[src/hw/rtl/frac_pkg.sv]
// ----------------------------------------------------------------------------
// frac_pkg: shared types and constants for the fraction reduction block
// Data width, operation codes and the control/status bundles of the
// serial divider.
// ----------------------------------------------------------------------------
package frac_pkg;

  localparam int unsigned DataW  = 32;
  localparam int unsigned OpW    = 2;
  localparam int unsigned StepW  = $clog2(DataW);

  typedef logic [DataW-1:0] word_t;
  typedef logic [OpW-1:0]   op_t;

  // Operation codes
  localparam op_t OP_REDUCE  = 2'd0;
  localparam op_t OP_MUL_INT = 2'd1;
  localparam op_t OP_MUL     = 2'd2;
  localparam op_t OP_ADD     = 2'd3;

  // Divider request: start pulse with operands
  typedef struct packed {
    logic  start;
    word_t dividend;
    word_t divisor;
  } div_ctrl_t;

  // Divider status: done pulses for one cycle with results valid
  typedef struct packed {
    logic  busy;
    logic  done;
    word_t quotient;
    word_t remainder;
  } div_stat_t;

endpackage

[src/hw/rtl/frac_req_if.sv]
// ----------------------------------------------------------------------------
// frac_req_if: request channel
// Operation code and two fractions, valid/ready handshake.
// ----------------------------------------------------------------------------
interface frac_req_if;
  logic                    valid;
  logic                    ready;
  frac_pkg::op_t           operation;
  frac_pkg::word_t         num_a;
  frac_pkg::word_t         den_a;
  frac_pkg::word_t         num_b;
  frac_pkg::word_t         den_b;

  modport source (output valid, operation, num_a, den_a, num_b, den_b, input ready);
  modport sink   (input valid, operation, num_a, den_a, num_b, den_b, output ready);
endinterface

[src/hw/rtl/frac_rsp_if.sv]
// ----------------------------------------------------------------------------
// frac_rsp_if: result channel
// Reduced fraction and zero-divisor flag, valid/ready handshake.
// ----------------------------------------------------------------------------
interface frac_rsp_if;
  logic                    valid;
  logic                    ready;
  frac_pkg::word_t         num_out;
  frac_pkg::word_t         den_out;
  logic                    zero_divisor;

  modport source (output valid, num_out, den_out, zero_divisor, input ready);
  modport sink   (input valid, num_out, den_out, zero_divisor, output ready);
endinterface

[src/hw/rtl/frac_div.sv]
// ----------------------------------------------------------------------------
// frac_div: serial restoring divider
// One quotient bit per cycle; done pulses once all DataW quotient bits are formed.
// Divisor is never zero when started.
// ----------------------------------------------------------------------------
module frac_div (
  input  logic                clk,
  input  logic                rst,
  input  frac_pkg::div_ctrl_t ctrl,
  output frac_pkg::div_stat_t stat
);
  import frac_pkg::*;

  logic             busy;
  logic             done;
  logic [StepW-1:0] cnt;
  word_t            rem;
  word_t            quo;
  word_t            dvs;

  logic [DataW:0]   shifted;
  logic [DataW:0]   diff;

  // Trial subtract of the shifted partial remainder
  assign shifted = {rem, quo[DataW-1]};
  assign diff    = shifted - {1'b0, dvs};

  // Control: busy for DataW steps, then a done pulse
  always_ff @(posedge clk) begin
    if (rst) begin
      busy <= 1'b0;
      done <= 1'b0;
      cnt  <= '0;
    end else begin
      done <= 1'b0;
      if (ctrl.start) begin
        busy <= 1'b1;
        cnt  <= '0;
      end else if (busy) begin
        cnt <= cnt + 1'b1;
        if (cnt == StepW'(DataW - 1)) begin
          busy <= 1'b0;
          done <= 1'b1;
        end
      end
    end
  end

  // Datapath: quotient shifts in from the right as dividend shifts out
  always_ff @(posedge clk) begin
    if (ctrl.start) begin
      rem <= '0;
      quo <= ctrl.dividend;
      dvs <= ctrl.divisor;
    end else if (busy) begin
      if (!diff[DataW]) begin
        rem <= diff[DataW-1:0];
        quo <= {quo[DataW-2:0], 1'b1};
      end else begin
        rem <= shifted[DataW-1:0];
        quo <= {quo[DataW-2:0], 1'b0};
      end
    end
  end

  assign stat.busy      = busy;
  assign stat.done      = done;
  assign stat.quotient  = quo;
  assign stat.remainder = rem;

endmodule

[src/hw/rtl/fraction_arithmetic_with_reduction.sv]
// ----------------------------------------------------------------------------
// fraction_arithmetic_with_reduction: rational arithmetic with GCD reduction
// Forms reduce / scale / multiply / add of two 32-bit fractions (wrapping
// modulo 2^32) and reduces the result to lowest terms by Euclid's algorithm.
// ----------------------------------------------------------------------------
// Usage:
//   req (sink): one transfer carries operation, num_a, den_a, num_b, den_b.
//   rsp (source): one transfer carries num_out, den_out, zero_divisor.
//   Each request yields exactly one result, in order.
// Timing:
//   The block takes one request at a time; ready is high only when idle.
//   Operand forming uses one shared 32x32 multiplier in S_MUL0, S_MUL1, S_MUL2.
//   Each Euclid step is one pass of the serial divider plus a test in
//   S_GCD_TEST; at most about 47 steps on 32-bit values.
//   The final reduction is two more divider passes.
// Reset:
//   rst (synchronous) returns the sequencer to idle and drops rsp.valid.
// Stall:
//   The result sits in an output register; a new request is taken while it
//   waits, but the next result holds until the receiver takes the last one.
// ----------------------------------------------------------------------------
module fraction_arithmetic_with_reduction (
  input logic        clk,
  input logic        rst,
  frac_req_if.sink   req,
  frac_rsp_if.source rsp
);
  import frac_pkg::*;

  // Sequencer states
  localparam logic [3:0] S_IDLE     = 4'd0;
  localparam logic [3:0] S_MUL0     = 4'd1;
  localparam logic [3:0] S_MUL1     = 4'd2;
  localparam logic [3:0] S_MUL2     = 4'd3;
  localparam logic [3:0] S_GCD_INIT = 4'd4;
  localparam logic [3:0] S_GCD_TEST = 4'd5;
  localparam logic [3:0] S_GCD_WAIT = 4'd6;
  localparam logic [3:0] S_RED_N    = 4'd7;
  localparam logic [3:0] S_RED_D_GO = 4'd8;
  localparam logic [3:0] S_RED_D    = 4'd9;
  localparam logic [3:0] S_FINISH   = 4'd10;

  logic [3:0] state;

  // Captured request
  op_t   op;
  word_t na, da, nb, db;

  // Working registers
  word_t n, d, t;
  word_t ea, eb;   // Euclid pair
  word_t g;
  logic  flag;

  // Output register
  logic  out_valid;
  word_t out_num, out_den;
  logic  out_flag;

  div_ctrl_t div_ctrl;
  div_stat_t div_stat;

  word_t mul_a, mul_b, mul_lo;

  frac_div u_div (
    .clk  (clk),
    .rst  (rst),
    .ctrl (div_ctrl),
    .stat (div_stat)
  );

  // Shared multiplier, low word only
  always_comb begin
    case (state)
      S_MUL0: begin
        mul_a = na;
        mul_b = (op == OP_ADD) ? db : nb;
      end
      S_MUL1: begin
        mul_a = nb;
        mul_b = da;
      end
      S_MUL2: begin
        mul_a = da;
        mul_b = db;
      end
      default: begin
        mul_a = na;
        mul_b = nb;
      end
    endcase
  end
  assign mul_lo = mul_a * mul_b;

  // Divider requests: Euclid step, then n / g and d / g
  always_comb begin
    div_ctrl.start    = 1'b0;
    div_ctrl.dividend = ea;
    div_ctrl.divisor  = eb;
    case (state)
      S_GCD_TEST: begin
        if (eb != '0) begin
          div_ctrl.start = 1'b1;
        end else if (ea != '0) begin
          div_ctrl.start    = 1'b1;
          div_ctrl.dividend = n;
          div_ctrl.divisor  = ea;
        end
      end
      S_RED_D_GO: begin
        div_ctrl.start    = 1'b1;
        div_ctrl.dividend = d;
        div_ctrl.divisor  = g;
      end
      default: begin
        div_ctrl.start = 1'b0;
      end
    endcase
  end

  assign req.ready = (state == S_IDLE);

  // Sequencer
  always_ff @(posedge clk) begin
    if (rst) begin
      state     <= S_IDLE;
      out_valid <= 1'b0;
    end else begin
      if (state == S_FINISH && (!out_valid || rsp.ready)) begin
        out_valid <= 1'b1;
      end else if (rsp.ready) begin
        out_valid <= 1'b0;
      end
      case (state)
        S_IDLE: begin
          if (req.valid) begin
            state <= S_MUL0;
          end
        end
        S_MUL0:     state <= S_MUL1;
        S_MUL1:     state <= S_MUL2;
        S_MUL2:     state <= S_GCD_INIT;
        S_GCD_INIT: state <= S_GCD_TEST;
        S_GCD_TEST: begin
          if (eb != '0) begin
            state <= S_GCD_WAIT;
          end else if (ea != '0) begin
            state <= S_RED_N;
          end else begin
            state <= S_FINISH;
          end
        end
        S_GCD_WAIT: begin
          if (div_stat.done) begin
            state <= S_GCD_TEST;
          end
        end
        S_RED_N: begin
          if (div_stat.done) begin
            state <= S_RED_D_GO;
          end
        end
        S_RED_D_GO: state <= S_RED_D;
        S_RED_D: begin
          if (div_stat.done) begin
            state <= S_FINISH;
          end
        end
        S_FINISH: begin
          if (!out_valid || rsp.ready) begin
            state <= S_IDLE;
          end
        end
        default: state <= S_IDLE;
      endcase
    end
  end

  // Datapath
  always_ff @(posedge clk) begin
    case (state)
      S_IDLE: begin
        op   <= req.operation;
        na   <= req.num_a;
        da   <= req.den_a;
        nb   <= req.num_b;
        db   <= req.den_b;
        flag <= 1'b0;
      end
      S_MUL0: begin
        n <= (op == OP_REDUCE) ? na : mul_lo;
      end
      S_MUL1: begin
        t <= mul_lo;
      end
      S_MUL2: begin
        d <= (op == OP_MUL || op == OP_ADD) ? mul_lo : da;
        if (op == OP_ADD) begin
          n <= n + t;
        end
      end
      S_GCD_INIT: begin
        ea <= n;
        eb <= d;
      end
      S_GCD_TEST: begin
        g <= ea;
        if (eb == '0 && ea == '0) begin
          flag <= 1'b1;
        end
      end
      S_GCD_WAIT: begin
        if (div_stat.done) begin
          ea <= eb;
          eb <= div_stat.remainder;
        end
      end
      S_RED_N: begin
        if (div_stat.done) begin
          n <= div_stat.quotient;
        end
      end
      S_RED_D: begin
        if (div_stat.done) begin
          d <= div_stat.quotient;
        end
      end
      S_FINISH: begin
        if (!out_valid || rsp.ready) begin
          out_num  <= n;
          out_den  <= d;
          out_flag <= flag;
        end
      end
      default: begin
        t <= t;
      end
    endcase
  end

  assign rsp.valid        = out_valid;
  assign rsp.num_out      = out_num;
  assign rsp.den_out      = out_den;
  assign rsp.zero_divisor = out_flag;

`ifndef SYNTH
  // A zero divisor only arises from a 0/0 result
  a_flag_zero: assert property (@(posedge clk) disable iff (rst)
    rsp.valid && rsp.zero_divisor |-> rsp.num_out == '0 && rsp.den_out == '0)
    else $error("zero_divisor set on a nonzero fraction");

  // A reduced result with zero denominator must be 1/0
  a_den_zero: assert property (@(posedge clk) disable iff (rst)
    rsp.valid && !rsp.zero_divisor && rsp.den_out == '0 |-> rsp.num_out == 1)
    else $error("reduced fraction with zero denominator is not 1/0");

  // Divider completions only arrive while the sequencer waits for them
  a_div_done: assert property (@(posedge clk) disable iff (rst)
    div_stat.done |-> state == S_GCD_WAIT || state == S_RED_N || state == S_RED_D)
    else $error("divider done outside a wait state");

  // An accepted request starts operand forming next cycle
  a_accept: assert property (@(posedge clk) disable iff (rst)
    req.valid && req.ready |=> state == S_MUL0)
    else $error("sequencer did not start after request transfer");
`endif

endmodule
[src/flat_wrapper.sv]
// flat-port wrapper written by rule: the top's interface ports become plain ports
module fraction_arithmetic_with_reduction_flat import frac_pkg::*;
  (clk, rst, req_valid, req_operation, req_num_a, req_den_a, req_num_b, req_den_b, req_ready, rsp_valid, rsp_num_out, rsp_den_out, rsp_zero_divisor, rsp_ready);
  frac_req_if req_i ();
  frac_rsp_if rsp_i ();
  input logic clk;
  input logic rst;
  input wire logic [$bits(req_i.valid)-1:0] req_valid;
  input wire logic [$bits(req_i.operation)-1:0] req_operation;
  input wire logic [$bits(req_i.num_a)-1:0] req_num_a;
  input wire logic [$bits(req_i.den_a)-1:0] req_den_a;
  input wire logic [$bits(req_i.num_b)-1:0] req_num_b;
  input wire logic [$bits(req_i.den_b)-1:0] req_den_b;
  output wire logic [$bits(req_i.ready)-1:0] req_ready;
  output wire logic [$bits(rsp_i.valid)-1:0] rsp_valid;
  output wire logic [$bits(rsp_i.num_out)-1:0] rsp_num_out;
  output wire logic [$bits(rsp_i.den_out)-1:0] rsp_den_out;
  output wire logic [$bits(rsp_i.zero_divisor)-1:0] rsp_zero_divisor;
  input wire logic [$bits(rsp_i.ready)-1:0] rsp_ready;
  assign req_i.valid = req_valid;
  assign req_i.operation = req_operation;
  assign req_i.num_a = req_num_a;
  assign req_i.den_a = req_den_a;
  assign req_i.num_b = req_num_b;
  assign req_i.den_b = req_den_b;
  assign req_ready = req_i.ready;
  assign rsp_valid = rsp_i.valid;
  assign rsp_num_out = rsp_i.num_out;
  assign rsp_den_out = rsp_i.den_out;
  assign rsp_zero_divisor = rsp_i.zero_divisor;
  assign rsp_i.ready = rsp_ready;
  fraction_arithmetic_with_reduction u_core (.clk(clk), .rst(rst), .req(req_i), .rsp(rsp_i));
endmodule
[config.mk]
export PLATFORM = sky130hd
export DESIGN_NAME = fraction_arithmetic_with_reduction_flat
export DESIGN_NICKNAME = d
export VERILOG_FILES = /design/src/hw/rtl/frac_pkg.sv /design/src/hw/rtl/frac_req_if.sv /design/src/hw/rtl/frac_rsp_if.sv /design/src/hw/rtl/frac_div.sv /design/src/hw/rtl/fraction_arithmetic_with_reduction.sv /design/src/flat_wrapper.sv
export SDC_FILE = /design/constraint.sdc
export NUM_CORES = 2
export LEC_CHECK = 0
export ABC_AREA = 0
export BUFFER_PORTS_ARGS = -buffer_cell sky130_fd_sc_hd__buf_2
export CORE_AREA = 2 2 249 251
export DETAILED_ROUTE_END_ITERATION = 7
export DIE_AREA = 0 0 251 253
export PLACE_DENSITY = 0.93
export SLEW_MARGIN = 20
export SYNTH_ARGS = -nofsm -noshare
export SYNTH_HDL_FRONTEND = slang
export SYNTH_SLANG_ARGS = --single-unit
[constraint.sdc]
create_clock -name clk -period 19.5 [get_ports clk]
set_input_delay 3.9 -clock clk [delete_from_list [all_inputs] [get_ports clk]]
set_output_delay 3.9 -clock clk [all_outputs]
set_load 0.02 [all_outputs]
# Yosys cells after proc, flatten, opt, wreduce, memory -nomap -nowiden
# Index checks and enable logic that the tools add are counted.
# W data, S select, Z words.
[word_totals]
ff_bits = 496
input_bits = 134
[op_classes]
add_sub_neg = 3
n_mul = 1
eq_ne = 20
mux = 38
n_bitwise = 1
reduce_logical = 25
[op_table]
columns = ["operator", "count"]
rows = [
  ["$mux W32", 10],
  ["$pmux W32 S2", 4],
  ["$pmux W32 S3", 2],
  ["$pmux W64 S2", 1],
  ["$mux W65", 1],
  ["$logic_not A32 Y1", 2],
  ["$mux W64", 1],
  ["$reduce_bool A32 Y1", 2],
  ["$pmux W4 S11", 1],
  ["$sub A33 B32 Y33", 1],
  ["$add A32 B32 Y32", 1],
  ["$mul A32 B32 Y32", 1],
  ["$mux W4", 7],
  ["$eq A4 B3 Y1 const B", 4],
  ["$eq A4 B4 Y1 const B", 3],
  ["$ne A2 B2 Y1 const B", 5],
  ["$reduce_bool A2 Y1", 5],
  ["$mux W1", 9],
  ["$eq A4 B2 Y1 const B", 2],
  ["$reduce_and A2 Y1", 4],
  ["$add A5 B1 Y5 const B", 1],
  ["$eq A5 B5 Y1 const B", 1],
  ["$reduce_and A5 Y1", 1],
  ["$eq A2 B2 Y1 const B", 2],
  ["other kinds (13)", 17],
]

# Logic depth before layout (Yosys ltp)
[logic_depth]
word_depth = 6
mapped_depth = 36
ltp_nobuf = 30

# Cells and area by module
# A second synthesis with hierarchy kept.
[unflattened]
hier_cells = 3773
area_unflattened_um2 = 39581.7
[by_module_without_submodules]
columns = ["module", "n_inst", "cells_per_inst", "area_each_um2", "seq_area_each_um2"]
rows = [
  ["fraction_arithmetic_with_reduction", 1, 3196, 33576.0, 11751.3],
  ["frac_div", 1, 577, 6005.8, 2702.6],
]

# Least setup slack after synthesis
# OpenSTA, ideal clock, no wires.
[synth_timing]
path_kind = "reg2out"
start = "reg u_core.state[0]"
end = "out req_ready"
arrival_time_ns = 10.361
setup_slack_ns = 5.239
stages_incl_launch_ff = 6
path_cell_list = "dfxtp_1 buf_2 buf_2 buf_2 clkbuf_1 nor3_1"
[synth_between]
elab_chain_cells = 1
[synth_rtl]
columns = ["item", "line", "source"]
rows = [
  ["start: declaration", "fraction_arithmetic_with_reduction.sv:43", "logic [3:0] state;"],
  ["start signal: assignment", "fraction_arithmetic_with_reduction.sv:126", "state <= S_IDLE;"],
  ["start signal: assignment", "fraction_arithmetic_with_reduction.sv:137", "state <= S_MUL0;"],
  ["start signal: assignment", "fraction_arithmetic_with_reduction.sv:140", "S_MUL0: state <= S_MUL1;"],
  ["$logic_not A4 Y1", "fraction_arithmetic_with_reduction.sv:121", "assign req.ready = (state == S_IDLE);"],
  ["end: declaration", "flat_wrapper.sv:14", "output wire logic [$bits(req_i.ready)-1:0] req_ready;"],
]
# No other way between the ends.

# Worst setup path after layout
[layout_timing]
start = "reg u_core.state[1]"
end = "reg u_core.n[30] (data pin)"
[layout_between]
elab_chain_cells = 5
elab_cells_between_ends = 9
classes_between = "1 x mul; 4 x eq/ne; 4 x mux"
[layout_rtl]
columns = ["item", "line", "source"]
rows = [
  ["$eq A4 B2 Y1 / $eq A4 B1 Y1 (equally long branches)", "fraction_arithmetic_with_reduction.sv:74", "case (state)"],
  ["$pmux W32 S3 / $pmux W32 S2 (equally long branches)", "fraction_arithmetic_with_reduction.sv:74", ""],
  ["$mul A32 B32 Y32 (*)", "fraction_arithmetic_with_reduction.sv:93", "assign mul_lo = mul_a * mul_b;"],
  ["via u_core.mul_lo[30]", "fraction_arithmetic_with_reduction.sv:63", "word_t mul_a, mul_b, mul_lo;"],
  ["$mux W32 (*)", "fraction_arithmetic_with_reduction.sv:191", "n <= (op == OP_REDUCE) ? na : mul_lo;"],
  ["$pmux W32 S3 (*)", "fraction_arithmetic_with_reduction.sv:181", "case (state)"],
  ["end signal: assignment", "fraction_arithmetic_with_reduction.sv:191", ""],
  ["end signal: assignment", "fraction_arithmetic_with_reduction.sv:199", "n <= n + t;"],
  ["end signal: assignment", "fraction_arithmetic_with_reduction.sv:220", "n <= div_stat.quotient;"],
  ["end: declaration", "fraction_arithmetic_with_reduction.sv:50", "word_t n, d, t;"],
]
# Mark *: on every way through the listed nets, which the timed path passes. The rest lies on a longest branch.
# A chain may end at the register's enable or synchronous reset.

==> qor.yml <==
layout_min_cycle_time_ns: 9.683
pin_count: 201
crit_required_ns: 19.88
gp_congestion: 1.054
hold-path-cell-count: 0
wl_per_cell_um: 26.69
netlist_area_mm2: 0.03915
post_drt_via_cell_ratio: 6.543
cts_setup_buffers: 0
grt_pass1_vias: 31330
cts_resized: 0
synth_common_cells: "nor2_1 (468), edfxtp_1 (452), inv_1 (451)"
rr_endpoint: "u_core.n[30]"
insertion_delay_ns: 0.64
reg2reg_from: "u_core.state[1]"
rsz0062_at_grt: "no"
overflow: 0
synth_warnings: 0
track_usage_pct: 40.15
criticalPathCategory: "reg2reg"
initial_core_util_pct: 64.15
worst_pin_slew_ns: 1.135
cpPeakStageDelay_ns: 0.88
cts_buffer_depth: 3
cts_hold_repair.buffers: 0
fp-row-count: 91
cts-root-buf: "clkbuf_16"
synth_top_area_cell: "edfxtp_1"
synth_nets: 4473
synth_seq_cells: 496
synth_most_common_cell: "nor2_1"
drtPass1Iterations: 8
ant_nets: 0
synth_edf_count: 452
yosysTopAreaCellShare_pct: 34.67
fin_skew_ns: 0.03734
violations: "design-rule violations"
crit_slowest_cell: "a21o_1"
dp_hpwl_um: 94860
drive_above_1_share_pct: 12.72
cp.arrival_ns: 10.06
final_max_slew_viol_count: 0
clkSinkCount: 496
clkSlewWorstSetupHoldPaths_ns: 0.07
synth.distinct_cells: 71
yosysSeqAreaShare_pct: 36.92
worstSetupEndpointType: "flip-flop"
syn_inst: 3741
coreArea_mm2: 0.06103
cp_max_fo: 85
numPortBuffers: 200
synthArstFlopShare_pct: 0
hp-class: "reg2reg"
drc: 21
routed_wl_um: 125600
cpMostUsedCell: "fa_1"
nets: 4602
synth_area_leaders: "edfxtp_1 (35%), fa_1 (21%), ha_1 (6.0%)"
hold_violations: 0
die_h_um: 253
die_area_mm2: 0.06350
antenna_found_initial: 13
nFillCells: 4226
status: "finished with violations"
critPathLaunchType: "flip-flop"
synthFlopType: "edfxtp_1"
reg2reg_slack_ns: 9.82
finalSetupViolations: 0
cts_tree: "yes"
synth_area_per_cell_um2: 10.46
fin_setup_tns_ns: 0
grt_pass1_wl_um: 187900
synthToLayoutAreaGrowth_pct: 9.086
cts_buffers: 48
max_freq_mhz: 103.3
htree_levels: 2
final.period_utilization_pct: 49.66
hp-start: "u_core.flag"
drt_iter0_drc: 4382
via_count: 30800
cap_violations: 0
crit_family: "adder cells"
whs_endpoint: "u_core.rsp.zero_divisor"
max-slew-margin-rel_pct: 24.31
reg2reg_depth: 25
path_buf_inv: 5
die_w_um: 251
grt_max_degree: 86
-- how the worst max path moves through the flow --
stage,from,slack [ns],cells past startpoint,endpoint
2_1_floorplan,u_core.state[0],5.24,5,req_ready
4_1_cts,u_core.state[0],9.98,23,u_core.n[30]
6_report,u_core.state[1],9.82,25,u_core.n[30]
3_3_place_gp,u_core.state[0],10.17,23,u_core.n[30]
3_5_place_dp,u_core.state[0],10.0,23,u_core.n[30]
5_1_grt,u_core.state[1],9.23,25,u_core.n[30]
-- state kept, by name, summed over array words and instances (netlist names) --
register	cells
u_core.u_div.dvs	32
u_core.rsp.zero_divisor	1
u_core.da	32
u_core.ea	32
u_core.flag	1
u_core.u_div.cnt	5
u_core.u_div.quo	32
u_core.eb	32
u_core.nb	32
u_core.op	2
u_core.u_div.done	1
u_core.rsp.valid	1
u_core.rsp.den_out	32
u_core.na	32
u_core.d	32
u_core.n	32
u_core.rsp.num_out	32
u_core.g	32
u_core.u_div.busy	1
u_core.u_div.rem	32
u_core.t	32
u_core.state	4
u_core.db	32
-- worst reg2reg max path, stage by stage (launching register included) --
cell	delay (ns)
dfxtp_1	0.66
nor3b_2	0.26
buf_4	0.67
a21o_1	0.91
nor2_1	0.16
fa_1	0.57
inv_1	0.05
fa_1	0.39
fa_1	0.52
inv_1	0.06
fa_1	0.53
ha_1	0.23
ha_1	0.29
inv_1	0.05
fa_1	0.48
inv_1	0.05
fa_1	0.44
ha_1	0.35
o21a_1	0.18
o21ai_0	0.19
or4_1	0.67
a2111oi_0	0.71
o41a_1	0.29
o311ai_0	0.24
a222oi_1	0.38
nand2_1	0.08
-- logic make-up after synthesis --
logic type | count (synthesis) | share of synthesized area, %
compound gates | 627 | 10.74
xor+xnor | 122 | 2.924
fa+ha+maj | 598 | 26.97
buf+inv | 642 | 6.235
flops | 496 | 36.92
mux | 145 | 3.944
simple gates | 1111 | 12.26
-- cells in the final DEF (no fill, tap or decap), types with 11 or more instances in the layout --
cell type	Yosys	layout
a21oi_1	139	138
o21ai_0	118	116
inv_1	451	450
nor2_1	468	462
fa_1	410	410
a31oi_1	52	52
dfxtp_1	44	42
a311oi_1	17	17
xnor2_1	81	81
nand2_1	383	383
or2_2	53	53
nor3_1	29	25
a221o_1	12	12
buf_4	0	69
xor2_1	35	35
nand4_1	14	14
clkinv_1	0	11
clkbuf_16	0	48
a211oi_1	16	16
nor2b_1	18	17
nand3_1	18	18
a222oi_1	33	33
mux2i_1	71	71
ha_1	188	188
a21o_1	69	69
o21a_1	12	12
nor4_1	17	16
nand2b_1	66	66
buf_2	19	200
edfxtp_1	452	452
mux2_2	74	74
a22oi_1	76	76
-- through the flow --
stage	cell area (µm²)	hold slack, ns	std cells	worst slack [ns]	util, %
2_1_floorplan	39150	0.4003	3741	5.239	-
3_3_place_gp	41020	0.4201	4609	10.17	67.22
3_5_place_dp	41020	0.4385	4609	9.998	67.22
4_1_cts	42670	0.4747	4697	9.985	69.92
5_1_grt	42700	0.4629	4705	9.234	69.97
6_report	42710	0.4698	4707	9.817	69.98
-- final cells by class --
| cell class | count | area (µm²) | share of cell area, % |
|---|---|---|---|
| antenna | 9 | 22.52 | 0.05274 |
| clock buffer | 54 | 1224 | 2.865 |
| timing repair buffer | 270 | 1524 | 3.568 |
| tap | 790 | 988.4 | 2.315 |
| multi-input combinational | 2603 | 22370 | 52.38 |
| inverter | 451 | 1694 | 3.967 |
| sequential | 496 | 14460 | 33.85 |
| clock inverter | 34 | 425.4 | 0.9961 |
-- metal layers --
layer	vias to the layer above	global-route usage, %	share of wire, %
met1	14780	48.28	33
li1	12940	-	-
met5	-	0.1544	0.12
met3	641	9.827	13
met4	12	30.48	9.1
met2	2436	63.01	45
Power is left out: the tool's default activity adds up to more than one toggle a clock period on the data nets, which glitch-free logic cannot reach.
